--- src/hdl/cpt_pkg.sv ---
package cpt_pkg;

    // multiplier partial products are MUL_CHUNK x MUL_CHUNK
    localparam int MUL_CHUNK   = 24;
    localparam int MUL_LAT     = 5;
    localparam int RATIO_BITS  = 32;
    localparam int DIV_LAT     = RATIO_BITS + 2;
    localparam int QUEUE_DEPTH = 4;

    // front: diff, mul, sum, mul, sub, classify
    localparam int FRONT_LAT = 2 * MUL_LAT + 4;
    // back: divider, param select, mul, sum, saturate
    localparam int BACK_LAT  = DIV_LAT + MUL_LAT + 3;
    // accept edge to the edge that takes the result word
    localparam int TOTAL_LAT = FRONT_LAT + 1 + BACK_LAT;

    typedef struct packed {
        logic full;
        logic empty;
    } t_qstat;

endpackage

--- src/hdl/cpt_queue.sv ---
module cpt_queue #(
    parameter int  WD    = 8,
    parameter int  DEPTH = 4,
    localparam int AW    = $clog2(DEPTH),
    localparam int CW    = $clog2(DEPTH + 1)
) (
    input  logic                  i_clk,
    input  logic                  i_rst_n,
    input  logic                  i_push,
    input  logic [WD-1:0]         i_data,
    output logic                  o_valid,
    output logic [WD-1:0]         o_data,
    output cpt_pkg::t_qstat       o_stat
);

    logic [WD-1:0] r_mem [DEPTH];
    logic [AW-1:0] r_wp, r_rp;
    logic [CW-1:0] r_cnt;
    logic          w_pop;

    // back end never stalls, so the head leaves whenever present
    assign w_pop   = (r_cnt != '0);
    assign o_valid = w_pop;
    assign o_data  = r_mem[r_rp];
    assign o_stat  = '{full: (r_cnt == CW'(DEPTH)), empty: !w_pop};

    always_ff @(posedge i_clk) begin
        if (i_push) begin
            r_mem[r_wp] <= i_data;
        end
    end

    always_ff @(posedge i_clk) begin
        if (!i_rst_n) begin
            r_wp  <= '0;
            r_rp  <= '0;
            r_cnt <= '0;
        end else begin
            if (i_push) begin
                r_wp <= (r_wp == AW'(DEPTH - 1)) ? '0 : r_wp + 1'b1;
            end
            if (w_pop) begin
                r_rp <= (r_rp == AW'(DEPTH - 1)) ? '0 : r_rp + 1'b1;
            end
            r_cnt <= r_cnt + CW'(i_push) - CW'(w_pop);
        end
    end

endmodule

--- config.mk ---
export PLATFORM = sky130hd
export DESIGN_NAME = cpt_queue
export DESIGN_NICKNAME = d
export VERILOG_FILES = /design/src/hdl/cpt_pkg.sv /design/src/hdl/cpt_queue.sv
export SDC_FILE = /design/constraint.sdc
export NUM_CORES = 1
export LEC_CHECK = 0
export ABC_CLOCK_PERIOD_IN_PS = 2300
export BUFFER_PORTS_ARGS = -buffer_cell sky130_fd_sc_hd__buf_2
export CORE_MARGIN = 5
export CORE_UTILIZATION = 40
export CTS_BUF_LIST = sky130_fd_sc_hd__clkbuf_4
export CTS_CLUSTER_SIZE = 28
export DETAILED_ROUTE_END_ITERATION = 10
export GPL_TIMING_DRIVEN = 0
export PLACE_DENSITY_LB_ADDON = 0.12
export SYNTH_ARGS = -nofsm -noshare
export SYNTH_HDL_FRONTEND = slang
export SYNTH_SLANG_ARGS = --single-unit
--- constraint.sdc ---
create_clock -name i_clk -period 2.3 [get_ports i_clk]
set_input_delay 0.46 -clock i_clk [delete_from_list [all_inputs] [get_ports i_clk]]
set_output_delay 0.46 -clock i_clk [all_outputs]
set_load 0.03 [all_outputs]
==> impl_metrics.json, run 1 <==
{
  "status": "complete, no violations",
  "crit_family": "multiplexers",
  "power.switching_uw": 714,
  "slew_viol_final": 0,
  "cap_violations": 0,
  "p_comb_frac": 0.379,
  "synth_cell_types": 18,
  "die_x_microns": 74.0,
  "cp-end-kind": "primary output",
  "critPathLaunchType": "flip-flop",
  "wl_microns": 2430,
  "slew_headroom": 0.699,
  "r2r_cells": 8,
  "max_stage_delay_ps": 520,
  "antenna_found_initial": 0,
  "ios": 22,
  "worstPathArrival_ps": 1560,
  "multi_input_area_sq_um": 449,
  "powerDensity_mw_per_mm2": 1100,
  "critPathRequiredTime_ps": 1840,
  "ys_warn_count": 0,
  "syn_to_final_growth_pct": 13.6,
  "synth_seq_cells": 41,
  "die_area_sq_mm": 0.00547,
  "vdd_drop_max_mv": 0.298,
  "cts_tree": "done",
  "die_h_microns": 74.0,
  "grtUsageTotal": 0.102,
  "globalplace.congestion": 0.727,
  "final_area_sq_mm": 0.00186,
  "clock-root-buffer": "clkbuf_4",
  "place_hpwl_microns": 1760,
  "grt_first_pass_wirelength_microns": 3860,
  "synth_seq_area_share": 0.697,
  "grt_overflow_total": 0,
  "drive_gt1_frac": 0.342,
  "finalSetupViolCount": 0,
  "clk_latency_ps": 340,
  "worstMarginPinSlew_ps": 451,
  "cts_setup_buffers": 0,
  "first_pass_iters": 4,
  "setup.worst_path.end": "o_data[7]",
  "dp.cells": 159,
  "syn-num-nets": 107,
  "final.setup.tns_ps": 0,
  "r2r-start": "r_cnt[1]",
  "critPathSlowestCell": "mux4_2",
  "synth_flop_cell": "edfxtp_1",
  "hold_viol": 0,
  "min_period_ps": 2020,
  "wire_per_inst_microns": 14.6,
  "p_seq_frac": 0.454,
  "synth_area_sq_mm": 0.00164,
  "hold_path_class": "input pin to flip-flop",
  "fill_cells": 365,
  "path_buf_inv": 2,
  "place_area_sq_mm": 0.00180,
  "syn_avg_cell_area_sq_um": 18.6,
  "grt_max_degree": 14,
  "async_reset_ff_frac": 0,
  "vias": 801,
  "fin_nets": 135,
  "drtIter0Drc": 27,
  "whs_ps": 323,
  "num_rows": 23,
  "htreeDepth": 2,
  "grt_pass1_vias": 838,
  "regArea_sq_mm": 0.00114,
  "clock_sinks": 41,
  "core_sq_mm": 0.00397,
  "final_cells": 167,
  "viasPerCell": 4.80,
  "cp_num_cells": 3,
  "power_frac_clock": 0.167,
  "io_buffers": 21,
  "synth-edff-count": 32,
  "initial_utilization": 0.412,
  "fin_skew_ps": 7.56,
  "cts_hold_buf": 0,
  "cts_resized": 0,
  "p_leak_uw": 0.000705,
  "r2r-end": "r_cnt[2]",
  "num_antenna_cells": 0,
  "postRouteAntennaNets": 0,
  "switching_share": 0.350,
  "drt_drc_violations_left": 0,
  "clkTransAtPathRegs_ps": 120,
  "clock_path_buffers": 2,
  "min_period_over_period": 0.877,
  "cts_buffers": 5,
  "rrSetupSlack_ps": 360,
  "fmax_mhz": 496,
  "rsz0062_at_grt": "no",
  "netlist_instances": 88,
  "worstPathCellList": "buf_6, mux4_2, buf_2",
  "power.internal_uw": 1330,
  "worstPathMaxFanout": 8,
  "path_class": "flip-flop to primary output"
}
[metal layers]
metal / vias to the layer above / share of wire / wire (microns) / GRT usage
met1: 391 / 0.38 / 935 / 0.108
li1: 385 / - / - / -
met3: 6 / 0.064 / 155 / 0.0459
met2: 19 / 0.53 / 1300 / 0.175
met5: - / 0 / 0 / 0
met4: 0 / 0.019 / 46 / 0.0423
[through the flow]
stage               utilization  setup slack (ps)  power, uW
floorplan                     -              23.8       1540
global placement          0.454               402       1710
detailed placement        0.454               366       1740
CTS                       0.468               252       2080
global route              0.468               188       2170
finish                    0.468               283       2040
[registers in the layout (all words and copies together) (netlist names), named ones only]
register / flops
r_mem: 32
r_wp: 2
r_rp: 2
r_cnt: 3
[layout make-up]
class,instances,area share
tap,50,0.0336
clock buffer,5,0.0202
sequential,41,0.614
inverter,8,0.0162
multi-input combinational,37,0.242
clock inverter,3,0.00942
timing repair buffer,21,0.0565
buffer,2,0.00875
[worst register-to-register path, delay by kind of cell (launching register included)]
family	cells	cell delay (ps)
buffers and inverters	2	130
flip-flops	1	360
XOR/XNOR	1	180
AND/OR/NAND/NOR	2	370
adder cells (fa/ha/maj)	3	840
[cells in the mapped netlist (2+ instances only)]
cell type,instances,share of area
edfxtp_1,32,0.59
dfxtp_1,9,0.11
inv_1,8,0.018
mux4_2,8,0.11
ha_1,7,0.054
and2_1,6,0.023
mux2i_1,3,0.018
nand2_1,3,0.0069
nor2_1,2,0.0046
or3b_1,2,0.011
[cells by family (layout without fill, tap and decap cells)]
logic type	after synthesis	count (layout)	share of synthesized area
DFF	41	41	0.697
and+or+nand+nor	16	16	0.0627
muxes	11	11	0.128
buffers and inverters	10	39	0.0283
adders and majority gates	8	8	0.0657
AOI/OAI and AO/OA	1	1	0.00306
xor gates and xnor gates	1	1	0.0145
[worst min-delay path by stage]
stage	startpoint	end	slack (ps)	cells after the start
after floorplan	r_rp[1]	flip-flop	460	2
after global placement	r_rp[0]	r_rp[0]	490	2
after detailed placement	r_rp[0]	r_rp[0]	500	2
after CTS	i_data[7]	r_mem[1][7]	310	1
after global routing	i_data[4]	r_mem[2][4]	290	1
final	i_data[6]	r_mem[2][6]	320	1
[power groups by stage]
| stage | combinational [uW] | clock [uW] | sequential, uW |
|---|---|---|---|
| finish | 774 | 340 | 927 |
| global route | 852 | 387 | 936 |
| CTS | 798 | 351 | 928 |
| detailed placement | 797 | 0 | 944 |
| global placement | 768 | 0 | 940 |
| floorplan | 609 | 0 | 935 |
[cell usage in the layout, fill, tap and decap left out]
cell / synthesis / final
nor2_1: 2 / 2
buf_6: 1 / 1
clkinvlp_4: 0 / 1
mux4_2: 8 / 8
mux2i_1: 3 / 3
xor3_1: 1 / 1
a21oi_1: 1 / 1
dfxtp_1: 9 / 9
and3_1: 1 / 1
buf_2: 0 / 21
nor3_4: 1 / 1
clkbuf_2: 1 / 1
and2_1: 6 / 6
or3b_1: 2 / 2
nand2b_1: 1 / 1
inv_1: 8 / 8
nand2_1: 3 / 3
fa_1: 1 / 1
clkinv_2: 0 / 2
ha_1: 7 / 7
edfxtp_1: 32 / 32
clkbuf_4: 0 / 5
Note: power is estimated with default switching activity, not from simulation.
==> run 2, diff against run 1 <==
Settings changed: CORE_MARGIN 5 to default.
==> impl_metrics.json, run 2 (synthesis gave the netlist of run 1 again) <==
{
  "vdd_drop_max_mv": 0.310,
  "regMostFlops": "r_mem",
  "drive_gt1_frac": 0.325,
  "clock_path_buffers": 2,
  "finalSetupViolCount": 0,
  "dp.cells": 157,
  "io_buffers": 21,
  "ios": 22,
  "worstPathMaxFanout": 8,
  "top_regs": "r_mem: 32 flops, r_cnt: 3 flops",
  "final.setup.tns_ps": 0,
  "num_antenna_cells": 0,
  "grtUsageTotal": 0.131,
  "worstPathArrival_ps": 1560,
  "vias": 798,
  "rsz0062_at_grt": "no",
  "path_class": "flip-flop to primary output",
  "die_h_microns": 66.0,
  "critPathRequiredTime_ps": 1840,
  "cts_resized": 0,
  "grt_max_degree": 13,
  "grt-busiest-layer": "met2",
  "wire_per_inst_microns": 14.6,
  "wl_microns": 2410,
  "grt_first_pass_wirelength_microns": 3750,
  "powerDensity_mw_per_mm2": 1090,
  "first_pass_iters": 4,
  "clk_latency_ps": 350,
  "cts_hold_buf": 0,
  "antenna_found_initial": 0,
  "hold_path_class": "input pin to flip-flop",
  "global_route.usage.met3": 0.0414,
  "final_common_cell": "edfxtp_1",
  "hold_viol": 0,
  "clkTransAtPathRegs_ps": 120,
  "grt_overflow_total": 0,
  "viasPerCell": 4.84,
  "final_cells": 165,
  "fin_skew_ps": 9.68,
  "globalplace.congestion": 0.648,
  "grt_use_met1": 0.139,
  "num_rows": 22,
  "clock-root-buffer": "clkbuf_4",
  "grt_use_met2": 0.218,
  "fmax_mhz": 496,
  "cts_tree": "done",
  "slew_headroom": 0.686,
  "min_period_ps": 2020,
  "core_sq_mm": 0.00380,
  "clock_sinks": 41,
  "syn_to_final_growth_pct": 13.2,
  "cap_violations": 0,
  "p_leak_uw": 0.000704,
  "critPathLaunchType": "flip-flop",
  "htreeDepth": 2,
  "slew_viol_final": 0,
  "final_cell_mix": "edfxtp_1 (32), buf_2 (21), dfxtp_1 (9)",
  "finalPower_uw": 2020,
  "min_period_over_period": 0.877,
  "worstMarginPinSlew_ps": 471,
  "drt_drc_violations_left": 0,
  "initial_utilization": 0.431,
  "min_path_cells": 1,
  "r2r_cells": 8,
  "postRouteAntennaNets": 0,
  "grt_pass1_vias": 823,
  "status": "complete, no violations",
  "cts_setup_buffers": 0,
  "cp-end-kind": "primary output",
  "drtIter0Drc": 41,
  "die_area_sq_mm": 0.00435,
  "largest_reg_flops": 32,
  "die_x_microns": 66.0,
  "cts_buffers": 5,
  "fin_nets": 135,
  "place_hpwl_microns": 1640
}
==> run 2: final cells by class <==
class | count | area [sq um]
buffer | 2 | 16.3
multi-input combinational | 37 | 449
clock inverter | 3 | 12.5
clock buffer | 5 | 37.5
sequential | 41 | 1140
inverter | 8 | 30.0
tap | 48 | 60.1
fill | 333 | 1950
timing repair buffer | 21 | 105
==> run 2: final timing paths <==
check	end	slack [ps]	start
setup / recovery	o_data[3]	280	flip-flop
hold / removal	r_mem[2][4]	320	i_data[4]
setup reg to reg	r_cnt[2]	350	r_cnt[1]
hold reg to reg	r_rp[1]	510	r_rp[1]
==> run 2: where the power goes <==
| group | internal [uW] | switching, uW | leakage [uW] |
|---|---|---|---|
| Clock | 111 | 219 | 0.0000300 |
| Combinational | 330 | 437 | 0.000305 |
| Sequential | 879 | 48.0 | 0.000368 |
| Total | 1320 | 704 | 0.000704 |
==> run 2: per-stage QoR <==
step            util  cell area [sq um]  setup WS (ps)  hold WS [ps]
2_1_floorplan      -               1640           23.8           465
3_3_place_gp   0.474               1800            394           486
3_5_place_dp   0.474               1800            334           494
4_1_cts        0.487               1850            240           301
5_1_grt        0.487               1850            188           298
6_report       0.487               1850            282           318
==> run 2: layer usage <==
| layer | vias up | part of all wire |
|---|---|---|
| met5 | - | 0 |
| met4 | 0 | 0.027 |
| met3 | 7 | 0.042 |
| met2 | 18 | 0.53 |
| met1 | 390 | 0.40 |
| li1 | 383 | - |
==> run 2: critical path: stages (launching register included) <==
cell	delay, ps
dfxtp_1	340
buf_6	170
mux4_2	520
buf_2	190
==> run 3, diff against run 2 <==
Settings changed: BUFFER_PORTS_ARGS -buffer_cell sky130_fd_sc_hd__buf_2 to default, DONT_BUFFER_PORTS from default to 1.
==> impl_metrics.json, run 3 (synthesis gave the netlist of run 1 again) <==
{
  "vias": 725,
  "critPathLaunchType": "flip-flop",
  "slew_viol_final": 0,
  "drt_drc_violations_left": 0,
  "grt_pass1_vias": 759,
  "slew_headroom": 0.620,
  "status": "complete, no violations",
  "clock-root-buffer": "clkbuf_4",
  "drive_gt1_frac": 0.237,
  "dp_slack_ps": -113,
  "clkTransAtPathRegs_ps": 120,
  "drtIter0Drc": 32,
  "grt_overflow_total": 0,
  "core_sq_mm": 0.00380,
  "hold_viol": 0,
  "cap_violations": 0,
  "worstMarginPinSlew_ps": 568,
  "cts_buffers": 5,
  "fin_nets": 115,
  "wire_per_inst_microns": 16.3,
  "wl_microns": 2370,
  "ios": 22,
  "grt_use_met1": 0.143,
  "path_class": "flip-flop to flip-flop",
  "utilization": 0.475,
  "grt_first_pass_wirelength_microns": 3710,
  "num_rows": 22,
  "num_antenna_cells": 0,
  "critPathRequiredTime_ps": 2600,
  "place_hpwl_microns": 1600,
  "fmax_mhz": 452,
  "top_regs": "r_mem: 32 flops, r_cnt: 3 flops",
  "powerDensity_mw_per_mm2": 1170,
  "first_pass_iters": 4,
  "finalSetupViolCount": 0,
  "worstPathMaxFanout": 4,
  "vdd_drop_max_mv": 0.476,
  "whs_ps": 195,
  "clk_latency_ps": 350,
  "clock_sinks": 41,
  "viasPerCell": 5.00,
  "dp.cells": 136,
  "postRouteAntennaNets": 0,
  "final_common_cell": "edfxtp_1",
  "initial_utilization": 0.431,
  "antenna_found_initial": 0,
  "die_x_microns": 66.0,
  "grt-busiest-layer": "met2",
  "final_cells": 145,
  "syn_to_final_growth_pct": 10.2,
  "largest_reg_flops": 32,
  "fin_ws_ps": 86.2,
  "final_cell_mix": "edfxtp_1 (32), mux4_2 (8), dfxtp_1 (8)",
  "hold_path_class": "input pin to flip-flop",
  "worstPathArrival_ps": 2510,
  "grt_use_met2": 0.210,
  "p_leak_uw": 0.000638,
  "die_h_microns": 66.0,
  "die_area_sq_mm": 0.00435,
  "fin_skew_ps": 17.5,
  "cp-end-kind": "flip-flop",
  "htreeDepth": 2,
  "globalplace.congestion": 0.644,
  "min_period_ps": 2210,
  "grtUsageTotal": 0.128,
  "grt_max_degree": 13,
  "global_route.usage.met3": 0.0586,
  "fill_cells": 330,
  "clock_path_buffers": 2,
  "regMostFlops": "r_mem",
  "cts_tree": "done",
  "io_buffers": 0,
  "min_period_over_period": 0.963
}
[run 3: cell types whose count changed in the layout (fill, tap and decap cells not counted), sizes merged]
cell,before,now
clkbuf,6,7
buf,22,2
bufinv,0,1
clkinv,3,1
[run 3: worst paths after layout]
path / startpoint / endpoint / slack (ps) / depth (start not counted)
hold / removal: i_data[3] / r_mem[0][3] / 200 / 0
setup reg to reg: r_cnt[1] / r_cnt[1] / 90 / 7
hold reg to reg: r_rp[1] / r_rp[1] / 510 / 2
setup / recovery: r_cnt[1] / r_cnt[1] / 90 / 7
[run 3: cell type report]
class                           instances  area, sq um  share of cell area
Tap cell                               48         60.1              0.0333
Clock inverter                          2         33.8              0.0187
Timing Repair Buffer                    1         7.51             0.00416
Inverter                                8         32.5              0.0180
Sequential cell                        41         1140               0.635
Multi-Input combinational cell         37          464               0.257
Clock buffer                            6         45.0              0.0250
Buffer                                  2         16.3             0.00902
[run 3: metrics by stage]
stage	cell area (sq um)	TNS, ps	power, uW
after global routing	1800	-3.15	2220
final	1800	0	2110
after floorplan	1640	0	1540
after CTS	1790	0	2120
after global placement	1700	-143	1620
after detailed placement	1700	-191	1640
[run 3: routing by layer]
layer | part of all wire | vias up | wire (microns)
met4 | 0.019 | 0 | 45
met2 | 0.50 | 16 | 1180
met1 | 0.43 | 359 | 1020
met5 | 0 | - | 0
li1 | - | 344 | -
met3 | 0.053 | 6 | 125
[run 3: timing repair]
action	in CTS	in global routing
setup endpoints to repair	2	1
resized for setup	3	3
pin swaps	1	1
setup buffers	0	1
hold buffers	0	0
[run 3: worst max-delay path: stages, from the launching register on]
cell     delay (ps)
dfxtp_4         370
nor3_4          510
inv_4           150
ha_4            290
inv_1            30
ha_1            180
fa_2            510
and2_1          110
[run 3: power by group]
group	internal [uW]	switching, uW	leakage (uW)	total, uW
registers	883	47.8	0.000369	931
logic	288	435	0.000226	723
clock network	238	217	0.0000433	456
total	1410	700	0.000638	2110
